--- config.mk ---
export PLATFORM = sky130hd
export DESIGN_NAME = dual_window_bandwidth_limiter_flat
export DESIGN_NICKNAME = d
export VERILOG_FILES = /design/src/sv/dwbl_pkg.sv /design/src/sv/dwbl_if.sv /design/src/sv/dual_window_bandwidth_limiter.sv /design/src/sv/dwbl_ram.sv /design/src/flat_wrapper.sv
export SDC_FILE = /design/constraint.sdc
export NUM_CORES = 2
export LEC_CHECK = 0
export BUFFER_PORTS_ARGS = -buffer_cell sky130_fd_sc_hd__buf_2
export CAP_MARGIN = 5
export CORE_MARGIN = 2
export CORE_UTILIZATION = 38
export DETAILED_ROUTE_END_ITERATION = 16
export PLACE_DENSITY_LB_ADDON = 0.1
export SLEW_MARGIN = 15
export SYNTH_ARGS = -nofsm -noshare
export SYNTH_HDL_FRONTEND = slang
export SYNTH_HIERARCHICAL = 1
export SYNTH_SLANG_ARGS = --single-unit
export TNS_END_PERCENT = 1
--- constraint.sdc ---
create_clock -name clk -period 54.5 [get_ports clk]
set_clock_uncertainty 0.05 [all_clocks]
set_input_delay 8.175 -clock clk [delete_from_list [all_inputs] [get_ports clk]]
set_output_delay 8.175 -clock clk [all_outputs]
set_load 0.02 [all_outputs]
--- src/sv/dwbl_pkg.sv ---
package dwbl_pkg;

  // field widths of the request, result and configuration channels
  localparam int NOW_W   = 48;
  localparam int SIDX_W  = 4;
  localparam int SIDX_N  = 1 << SIDX_W;
  localparam int REQ_W   = 32;
  localparam int BYTES_W = 40;
  localparam int USEC_W  = 26;
  localparam int WMS_W   = 16;
  localparam int CIDX_W  = 1;

  // default sizing of the block
  localparam int NUM_SENSORS_DEF = 16;
  localparam int TIME_BITS_DEF   = 48;

  // configuration register indexes
  localparam logic [CIDX_W-1:0] CFG_GLOBAL_LIMIT = 1'b0;
  localparam logic [CIDX_W-1:0] CFG_WINDOW_MS    = 1'b1;

  // request function codes
  localparam logic FUNC_REQUEST = 1'b0;
  localparam logic FUNC_CLEAR   = 1'b1;

  // window length conversion and reset value, and byte count saturation value
  localparam logic [USEC_W-1:0]  US_PER_MS       = 26'd1000;
  localparam logic [USEC_W-1:0]  WINDOW_US_RESET = 26'd100000;
  localparam logic [BYTES_W-1:0] BYTES_MAX       = {BYTES_W{1'b1}};

endpackage

--- src/sv/dwbl_if.sv ---
// request channel
interface dwbl_req_if
  import dwbl_pkg::*;
();
  logic               valid;
  logic               ready;
  logic               func;
  logic [NOW_W-1:0]   now_us;
  logic [SIDX_W-1:0]  sensor_index;
  logic [REQ_W-1:0]   request_bytes;
  logic [BYTES_W-1:0] slot_cap_bytes;

  modport source (
    output valid, func, now_us, sensor_index, request_bytes, slot_cap_bytes,
    input  ready
  );
  modport sink (
    input  valid, func, now_us, sensor_index, request_bytes, slot_cap_bytes,
    output ready
  );
endinterface

// result channel
interface dwbl_rsp_if
  import dwbl_pkg::*;
();
  logic               valid;
  logic               ready;
  logic [USEC_W-1:0]  wait_time;
  logic               granted;
  logic [BYTES_W-1:0] global_bytes_now;
  logic [BYTES_W-1:0] sensor_bytes_now;

  modport source (
    output valid, wait_time, granted, global_bytes_now, sensor_bytes_now,
    input  ready
  );
  modport sink (
    input  valid, wait_time, granted, global_bytes_now, sensor_bytes_now,
    output ready
  );
endinterface

// configuration write channel
interface dwbl_cfg_if
  import dwbl_pkg::*;
();
  logic               valid;
  logic               ready;
  logic [CIDX_W-1:0]  index;
  logic [BYTES_W-1:0] data;

  modport source (
    output valid, index, data,
    input  ready
  );
  modport sink (
    input  valid, index, data,
    output ready
  );
endinterface

--- src/sv/dual_window_bandwidth_limiter.sv ---
// Fixed-window byte budget limiter: one global window plus one window per sensor slot, all of
// one common window length. A request (func 0) restarts any window that has fully elapsed,
// opens an unseen slot at now_us, and is granted with delay 0 when the bytes fit both the
// global and the slot budget (slot limit 0 means no slot limit); otherwise it is refused with
// the largest remaining time of the exhausted windows, at least 1 us. A clear (func 1) empties
// all windows and restarts the global one at now_us, returning an all-zero result. Time wraps
// modulo 2^TIME_BITS. A request's result is loaded into the output register after its transfer
// passes through table read, then window evaluation, then budget check and write-back, and
// a new request is taken only after the previous one has written back, so one request is in
// flight at a time; this follows from the read-modify-write of the slot table through its
// registered-read RAM. The result sits in an output register, so a held result does not block
// the next request until that next request reaches its write-back. Slot table contents are
// left as they come out of reset; a valid flag per slot covers unseen slots, so no clearing
// pass is needed.
module dual_window_bandwidth_limiter
  import dwbl_pkg::*;
#(
  parameter int NUM_SENSORS = NUM_SENSORS_DEF,
  parameter int TIME_BITS   = TIME_BITS_DEF
) (
  input  logic       clk,
  input  logic       rst,
  dwbl_req_if.sink   req,
  dwbl_rsp_if.source rsp,
  dwbl_cfg_if.sink   cfg
);

  localparam int SLOT_W = (NUM_SENSORS > 1) ? $clog2(NUM_SENSORS) : 1;
  localparam int ENT_W  = TIME_BITS + BYTES_W;

  typedef enum logic [2:0] {
    ST_IDLE   = 3'b001,
    ST_EVAL   = 3'b010,
    ST_COMMIT = 3'b100
  } state_t;

  typedef struct packed {
    logic [TIME_BITS-1:0] start;
    logic [BYTES_W-1:0]   used;
  } entry_t;

  state_t state;
  state_t state_next;

  // configuration
  logic [BYTES_W-1:0] glob_cap;
  logic [USEC_W-1:0]  win_len_us;

  // global window
  logic [TIME_BITS-1:0] g_start;
  logic [BYTES_W-1:0]   g_used;

  // slot valid flags
  logic [NUM_SENSORS-1:0] slot_valid;

  // captured request
  logic                 func_r;
  logic [TIME_BITS-1:0] now_r;
  logic [SLOT_W-1:0]    slot_r;
  logic [REQ_W-1:0]     bytes_r;
  logic [BYTES_W-1:0]   slimit_r;

  // evaluated windows
  logic [TIME_BITS-1:0] g_start_e;
  logic [BYTES_W-1:0]   g_used_e;
  logic [USEC_W-1:0]    g_rem;
  logic [TIME_BITS-1:0] s_start_e;
  logic [BYTES_W-1:0]   s_used_e;
  logic [USEC_W-1:0]    s_rem;

  // output register
  logic               out_valid;
  logic [USEC_W-1:0]  out_delay;
  logic               out_granted;
  logic [BYTES_W-1:0] out_g_bytes;
  logic [BYTES_W-1:0] out_s_bytes;

  logic              req_xfer;
  logic              commit;
  logic [SLOT_W-1:0] slot_lut [SIDX_N];
  logic [SLOT_W-1:0] slot_in;
  entry_t            rd_ent;
  entry_t            wr_ent;
  logic [ENT_W-1:0]  rd_data;

  // sensor index folded onto the slot count
  for (genvar g = 0; g < SIDX_N; g++) begin : g_slot_lut
    assign slot_lut[g] = SLOT_W'(g % NUM_SENSORS);
  end
  assign slot_in = slot_lut[req.sensor_index];

  assign req.ready = (state == ST_IDLE) && !rst;
  assign cfg.ready = !rst;
  assign req_xfer  = req.valid && req.ready;
  assign commit    = (state == ST_COMMIT) && (!out_valid || rsp.ready);

  // state sequencing
  always_comb begin
    state_next = state;
    case (state)
      ST_IDLE: begin
        if (req_xfer) state_next = ST_EVAL;
      end
      ST_EVAL: begin
        state_next = ST_COMMIT;
      end
      ST_COMMIT: begin
        if (commit) state_next = ST_IDLE;
      end
      default: begin
        state_next = ST_IDLE;
      end
    endcase
  end

  always_ff @(posedge clk) begin
    if (rst) begin
      state <= ST_IDLE;
    end else begin
      state <= state_next;
    end
  end

  // configuration writes
  always_ff @(posedge clk) begin
    if (rst) begin
      glob_cap   <= '0;
      win_len_us <= WINDOW_US_RESET;
    end else if (cfg.valid && cfg.ready) begin
      case (cfg.index)
        CFG_GLOBAL_LIMIT: glob_cap   <= cfg.data;
        CFG_WINDOW_MS:    win_len_us <= USEC_W'(cfg.data[WMS_W-1:0]) * US_PER_MS;
        default:          ;
      endcase
    end
  end

  // capture request on transfer
  always_ff @(posedge clk) begin
    if (req_xfer) begin
      func_r   <= req.func;
      now_r    <= TIME_BITS'(req.now_us);
      slot_r   <= slot_in;
      bytes_r  <= req.request_bytes;
      slimit_r <= req.slot_cap_bytes;
    end
  end

  // slot table
  dwbl_ram #(
    .WIDTH (ENT_W),
    .DEPTH (NUM_SENSORS)
  ) u_slot_ram (
    .clk   (clk),
    .we    (commit && (func_r == FUNC_REQUEST)),
    .waddr (slot_r),
    .wdata (wr_ent),
    .re    (req_xfer),
    .raddr (slot_in),
    .rdata (rd_data)
  );
  assign rd_ent = entry_t'(rd_data);

  // window restart and remaining time
  logic [TIME_BITS-1:0] g_elapsed;
  logic                 g_restart;
  logic [TIME_BITS-1:0] s_start_raw;
  logic [BYTES_W-1:0]   s_used_raw;
  logic [TIME_BITS-1:0] s_elapsed;
  logic                 s_restart;

  always_comb begin
    g_elapsed   = now_r - g_start;
    g_restart   = g_elapsed >= TIME_BITS'(win_len_us);
    s_start_raw = slot_valid[slot_r] ? rd_ent.start : now_r;
    s_used_raw  = slot_valid[slot_r] ? rd_ent.used  : '0;
    s_elapsed   = now_r - s_start_raw;
    s_restart   = s_elapsed >= TIME_BITS'(win_len_us);
  end

  always_ff @(posedge clk) begin
    if (state == ST_EVAL) begin
      g_start_e <= g_restart ? now_r : g_start;
      g_used_e  <= g_restart ? '0 : g_used;
      g_rem     <= g_restart ? win_len_us : win_len_us - g_elapsed[USEC_W-1:0];
      s_start_e <= s_restart ? now_r : s_start_raw;
      s_used_e  <= s_restart ? '0 : s_used_raw;
      s_rem     <= s_restart ? win_len_us : win_len_us - s_elapsed[USEC_W-1:0];
    end
  end

  // budget check
  logic [BYTES_W:0]   g_sum;
  logic [BYTES_W:0]   s_sum;
  logic               g_ex;
  logic               s_ex;
  logic               grant;
  logic [USEC_W-1:0]  pick;
  logic [USEC_W-1:0]  delay;
  logic [BYTES_W-1:0] g_used_new;
  logic [BYTES_W-1:0] s_used_new;

  always_comb begin
    g_sum = {1'b0, g_used_e} + (BYTES_W + 1)'(bytes_r);
    s_sum = {1'b0, s_used_e} + (BYTES_W + 1)'(bytes_r);
    g_ex  = g_sum > {1'b0, glob_cap};
    s_ex  = (slimit_r != '0) && (s_sum > {1'b0, slimit_r});
    grant = !g_ex && !s_ex;
    if (g_ex && s_ex) begin
      pick = (g_rem >= s_rem) ? g_rem : s_rem;
    end else if (g_ex) begin
      pick = g_rem;
    end else begin
      pick = s_rem;
    end
    if (grant) begin
      delay = '0;
    end else if (pick == '0) begin
      delay = USEC_W'(1);
    end else begin
      delay = pick;
    end
    g_used_new = grant ? g_sum[BYTES_W-1:0] : g_used_e;
    if (!grant) begin
      s_used_new = s_used_e;
    end else if (s_sum[BYTES_W]) begin
      s_used_new = BYTES_MAX;
    end else begin
      s_used_new = s_sum[BYTES_W-1:0];
    end
    wr_ent.start = s_start_e;
    wr_ent.used  = s_used_new;
  end

  // global window and slot flags update
  always_ff @(posedge clk) begin
    if (rst) begin
      g_start    <= '0;
      g_used     <= '0;
      slot_valid <= '0;
    end else if (commit) begin
      if (func_r == FUNC_CLEAR) begin
        g_start    <= now_r;
        g_used     <= '0;
        slot_valid <= '0;
      end else begin
        g_start            <= g_start_e;
        g_used             <= g_used_new;
        slot_valid[slot_r] <= 1'b1;
      end
    end
  end

  // result register
  always_ff @(posedge clk) begin
    if (rst) begin
      out_valid <= 1'b0;
    end else if (commit) begin
      out_valid <= 1'b1;
    end else if (rsp.ready) begin
      out_valid <= 1'b0;
    end
  end

  always_ff @(posedge clk) begin
    if (commit) begin
      if (func_r == FUNC_CLEAR) begin
        out_delay   <= '0;
        out_granted <= 1'b0;
        out_g_bytes <= '0;
        out_s_bytes <= '0;
      end else begin
        out_delay   <= delay;
        out_granted <= grant;
        out_g_bytes <= g_used_new;
        out_s_bytes <= s_used_new;
      end
    end
  end

  assign rsp.valid            = out_valid;
  assign rsp.wait_time        = out_delay;
  assign rsp.granted          = out_granted;
  assign rsp.global_bytes_now = out_g_bytes;
  assign rsp.sensor_bytes_now = out_s_bytes;

endmodule

--- src/sv/dwbl_ram.sv ---
module dwbl_ram #(
  parameter  int WIDTH = 8,
  parameter  int DEPTH = 16,
  localparam int AW    = (DEPTH > 1) ? $clog2(DEPTH) : 1
) (
  input  logic             clk,
  input  logic             we,
  input  logic [AW-1:0]    waddr,
  input  logic [WIDTH-1:0] wdata,
  input  logic             re,
  input  logic [AW-1:0]    raddr,
  output logic [WIDTH-1:0] rdata
);

  logic [WIDTH-1:0] mem [DEPTH];

  // single write port, registered read port
  always_ff @(posedge clk) begin
    if (we) begin
      mem[waddr] <= wdata;
    end
    if (re) begin
      rdata <= mem[raddr];
    end
  end

endmodule

--- src/flat_wrapper.sv ---
// flat-port wrapper written by rule: the top's interface ports become plain ports
module dual_window_bandwidth_limiter_flat import dwbl_pkg::*;
#(
  parameter int NUM_SENSORS = NUM_SENSORS_DEF,
  parameter int TIME_BITS   = TIME_BITS_DEF
)
  (clk, rst, req_valid, req_func, req_now_us, req_sensor_index, req_request_bytes, req_slot_cap_bytes, req_ready, rsp_valid, rsp_wait_time, rsp_granted, rsp_global_bytes_now, rsp_sensor_bytes_now, rsp_ready, cfg_valid, cfg_index, cfg_data, cfg_ready);
  dwbl_req_if req_i ();
  dwbl_rsp_if rsp_i ();
  dwbl_cfg_if cfg_i ();
  input  logic clk;
  input  logic rst;
  input wire logic [$bits(req_i.valid)-1:0] req_valid;
  input wire logic [$bits(req_i.func)-1:0] req_func;
  input wire logic [$bits(req_i.now_us)-1:0] req_now_us;
  input wire logic [$bits(req_i.sensor_index)-1:0] req_sensor_index;
  input wire logic [$bits(req_i.request_bytes)-1:0] req_request_bytes;
  input wire logic [$bits(req_i.slot_cap_bytes)-1:0] req_slot_cap_bytes;
  output wire logic [$bits(req_i.ready)-1:0] req_ready;
  output wire logic [$bits(rsp_i.valid)-1:0] rsp_valid;
  output wire logic [$bits(rsp_i.wait_time)-1:0] rsp_wait_time;
  output wire logic [$bits(rsp_i.granted)-1:0] rsp_granted;
  output wire logic [$bits(rsp_i.global_bytes_now)-1:0] rsp_global_bytes_now;
  output wire logic [$bits(rsp_i.sensor_bytes_now)-1:0] rsp_sensor_bytes_now;
  input wire logic [$bits(rsp_i.ready)-1:0] rsp_ready;
  input wire logic [$bits(cfg_i.valid)-1:0] cfg_valid;
  input wire logic [$bits(cfg_i.index)-1:0] cfg_index;
  input wire logic [$bits(cfg_i.data)-1:0] cfg_data;
  output wire logic [$bits(cfg_i.ready)-1:0] cfg_ready;
  assign req_i.valid = req_valid;
  assign req_i.func = req_func;
  assign req_i.now_us = req_now_us;
  assign req_i.sensor_index = req_sensor_index;
  assign req_i.request_bytes = req_request_bytes;
  assign req_i.slot_cap_bytes = req_slot_cap_bytes;
  assign req_ready = req_i.ready;
  assign rsp_valid = rsp_i.valid;
  assign rsp_wait_time = rsp_i.wait_time;
  assign rsp_granted = rsp_i.granted;
  assign rsp_global_bytes_now = rsp_i.global_bytes_now;
  assign rsp_sensor_bytes_now = rsp_i.sensor_bytes_now;
  assign rsp_i.ready = rsp_ready;
  assign cfg_i.valid = cfg_valid;
  assign cfg_i.index = cfg_index;
  assign cfg_i.data = cfg_data;
  assign cfg_ready = cfg_i.ready;
  dual_window_bandwidth_limiter #(.NUM_SENSORS(NUM_SENSORS), .TIME_BITS(TIME_BITS)) u_core (.clk(clk), .rst(rst), .req(req_i), .rsp(rsp_i), .cfg(cfg_i));
endmodule
==> out/qor.yml <==
clocking:
  hold_buffers: 0
  htree_levels: 4
  worst_skew_pair.late_latency_ps: 900
  post_cts_buffers: 0
  cts_tree: "yes"
  clockRootBuffer: "clkbuf_16"
  clock-sinks: 2127
  clk_path_buf_depth: 3
  ctsResizeCount: 0
  numCtsBuffers: 227
  clk_pin_slew_ps: 60
synth:
  syn_area_um2: 97380
  synthCells: 6409
  synth_nets: 7045
  yosysSeqAreaShare_pct: 63.83
  yosysWarningCount: 6
  yosys_register_bits: 2127
  synth_edf_count: 1956
  synth_cell_types: 90
  synthFlopType: "edfxtp_1"
  ys_async_sr_fraction_pct: 0
  syn_area_per_cell_um2: 15.19
grt:
  grt_pass1_vias: 57280
  antenna_found_initial: 22
  grt-ovfl-total: 0
  grt_pass1_wl_mm: 399.9
  grt_usage_pct: 21.00
  grt_max_degree: 116
sta:
  tightest_slew_ps: 1168
  hold_viol_final: 0
  slew_headroom_pct: 21.60
  period_needed_ps: 17510
  setup_total_negative_slack_ps: 0
  maxSlewViolCount: 0
  fmax_mhz: 57.10
  post-route-period-util_pct: 32.13
  finalSetupViolations: 0
  rsz0062_at_grt: "false"
  hold_ws_ps: 393.2
place:
  place_congestion: 0.8591
  port_buffers: 280
  detailed_place_hpwl_mm: 176.5
  dp_cells: 9895
floorplanning:
  core_um2: 254400
  die_h_um: 510.2
  initial_core_util_pct: 38.28
  ioPinCount: 281
  rows: 185
  die_area_um2: 260300
  fp.dieW_um: 510.2
detailed_routing:
  drt-total-wl_mm: 275.3
  num_vias: 57000
  drtPass1Iterations: 6
  antenna_left: 0
  vias_per_cell: 5.521
  drc_errors: 0
  wl_per_cell_um: 26.66
  drt_iter0_markers: 5339
worst_setup_path:
  crit-reg2reg-capture: "u_core/s_start_e[28]$_DFFE_PP_"
  critical_path.max_stage_delay_ps: 540
  required_ps: 46270
  rr_startpoint: "u_core/slot_r[2]$_DFFE_PP_"
  end_kind: "primary output"
  cp_data_arrival_time_ps: 9290
  cp_slowest_cell: "nor4b_1"
  r2r_slack_ps: 43420
  critPathKind: "input port to primary output"
  crit_fanout: 36
  crit_chain: "buf_4 > nor4b_1 > buf_2"
  reg2regPathDepth: 32
  crit_path_start_kind: "input port"
  startpoint: "rst"
hold_path:
  hold_path_depth: 2
  hold_path.startpoint: "u_core/g_used[34]$_SDFFE_PP0P_"
  hold_path_class: "flop to flop"
  hold-path-endpoint: "u_core/g_used[34]$_SDFFE_PP0P_"
finish:
  nets: 7394
  area_growth_pct: 13.11
  stdcell_count: 10320
  drive_above_1_share_pct: 16.83
run_status:
  outcome: "finished clean"
job:
  cap_viol_max_count: 0
pwr:
  ir_drop_mv: 0.03094
  p_leak_uw: 0.03846
  p_per_area_nw_per_um2: 35.42
## metrics by stage
| step | setup slack [ps] | area [µm²] | total power (µW) | util [%] |
|---|---|---|---|---|
| global placement | 37020 | 102800 | 2417 | 40.40 |
| finish | 36990 | 110100 | 3901 | 43.30 |
| global route | 36850 | 110100 | 4068 | 43.30 |
| floorplan | 36420 | 97380 | 2249 | - |
| detailed placement | 36990 | 102800 | 2417 | 40.40 |
| CTS | 37000 | 110100 | 3946 | 43.29 |
## cells by family (layout without fill, tap and decap cells)
family / Yosys count / after routing / synth area share, %
muxes: 643 / 643 / 11.21
and+or+nand+nor: 1173 / 1173 / 5.822
other: 0 / 6 / 0
adders and majority gates: 465 / 465 / 6.422
buffers and inverters: 628 / 1171 / 2.737
DFF: 2127 / 2127 / 63.83
AOI/OAI and AO/OA: 1172 / 1172 / 8.171
xor gates and xnor gates: 201 / 201 / 1.808
## Yosys cell counts (all sizes together), types with 77 or more instances
| cell | number | area share, % |
|---|---|---|
| inv | 357 | 1.4 |
| mux2i | 265 | 2.7 |
| dfxtp | 171 | 3.5 |
| clkbuf | 163 | 0.63 |
| o21ai | 181 | 0.94 |
| a211oi | 77 | 0.59 |
| xnor2 | 114 | 1.0 |
| ha | 407 | 5.2 |
| edfxtp | 1956 | 60 |
| nand2 | 322 | 1.2 |
| mux4 | 356 | 8.2 |
| nor2 | 314 | 1.2 |
| and2 | 127 | 0.82 |
| a21oi | 248 | 1.3 |
| xor2 | 87 | 0.78 |
| a21o | 156 | 1.2 |
| a22oi | 176 | 1.4 |
| buf | 107 | 0.73 |
## worst max-delay path, delay by kind of cell
kind                   cells  cell delay, ps
buffers and inverters      2             520
and+or+nand+nor            1             540
## state kept, by name, indices dropped and copies added (netlist names), 4 cells and up
register                     cells
u_core/rsp.global_bytes_now     40
u_core/slot_valid               16
u_core/s_used_e                 40
u_core/rsp.sensor_bytes_now     40
u_core/g_used_e                 40
u_core/now_r                    48
u_core/win_len_us               23
u_core/u_slot_ram/mem         1408
u_core/glob_cap                 40
u_core/slimit_r                 40
u_core/rsp.wait_time            26
u_core/slot_r                    4
u_core/s_start_e                48
u_core/u_slot_ram/rdata         88
u_core/bytes_r                  32
u_core/g_start                  48
u_core/g_start_e                48
u_core/g_rem                    26
u_core/g_used                   40
u_core/s_rem                    26
## cell type report
cell class | instances | area, µm²
Fill cell | 22770 | 144200
Sequential cell | 2127 | 62160
Multi-Input combinational cell | 3654 | 32790
Clock buffer | 281 | 5903
Tap cell | 3366 | 4212
Timing Repair Buffer | 390 | 2287
Clock inverter | 142 | 1430
Inverter | 358 | 1351
Antenna cell | 6 | 15.01
## report_power, final
part / total, µW / switching, µW / internal, µW
clock network: 1520 / 660 / 858
logic: 547 / 330 / 216
registers: 1840 / 29.0 / 1810
## metal layers
layer	share of wire, %	track usage, %	vias up	wire [µm]
met4	2.2	5.168	2	6046
met1	47	31.16	29540	130400
met2	45	32.44	1524	124000
li1	-	-	25620	-
met5	0.0040	0	-	11
met3	5.4	3.021	316	14840
## cell usage in the layout (no fill, tap or decap), drive strengths merged, types with 40 or more instances in the layout
master / n
a211oi: 77
a21o: 156
a21oi: 248
a22oi: 176
a31oi: 50
and2: 127
buf: 390
clkbuf: 281
clkinv: 105
dfxtp: 171
edfxtp: 1956
fa: 58
ha: 407
inv: 367
mux2i: 265
mux4: 356
nand2: 322
nand3: 70
nand4: 45
nor2: 314
nor2b: 40
nor3: 72
o21ai: 181
o31ai: 60
xnor2: 114
xor2: 87
## worst max path at each step
stage	depth (start not counted)	slack [ps]	end
2_1_floorplan	1	36420	u_core/g_rem[0]$_SDFFCE_PP0P_
3_3_place_gp	4	37020	cfg_ready
6_report	3	36990	req_ready
3_5_place_dp	3	36990	req_ready
5_1_grt	3	36850	req_ready
4_1_cts	3	37000	req_ready
Power figures use the tool's default switching activity.
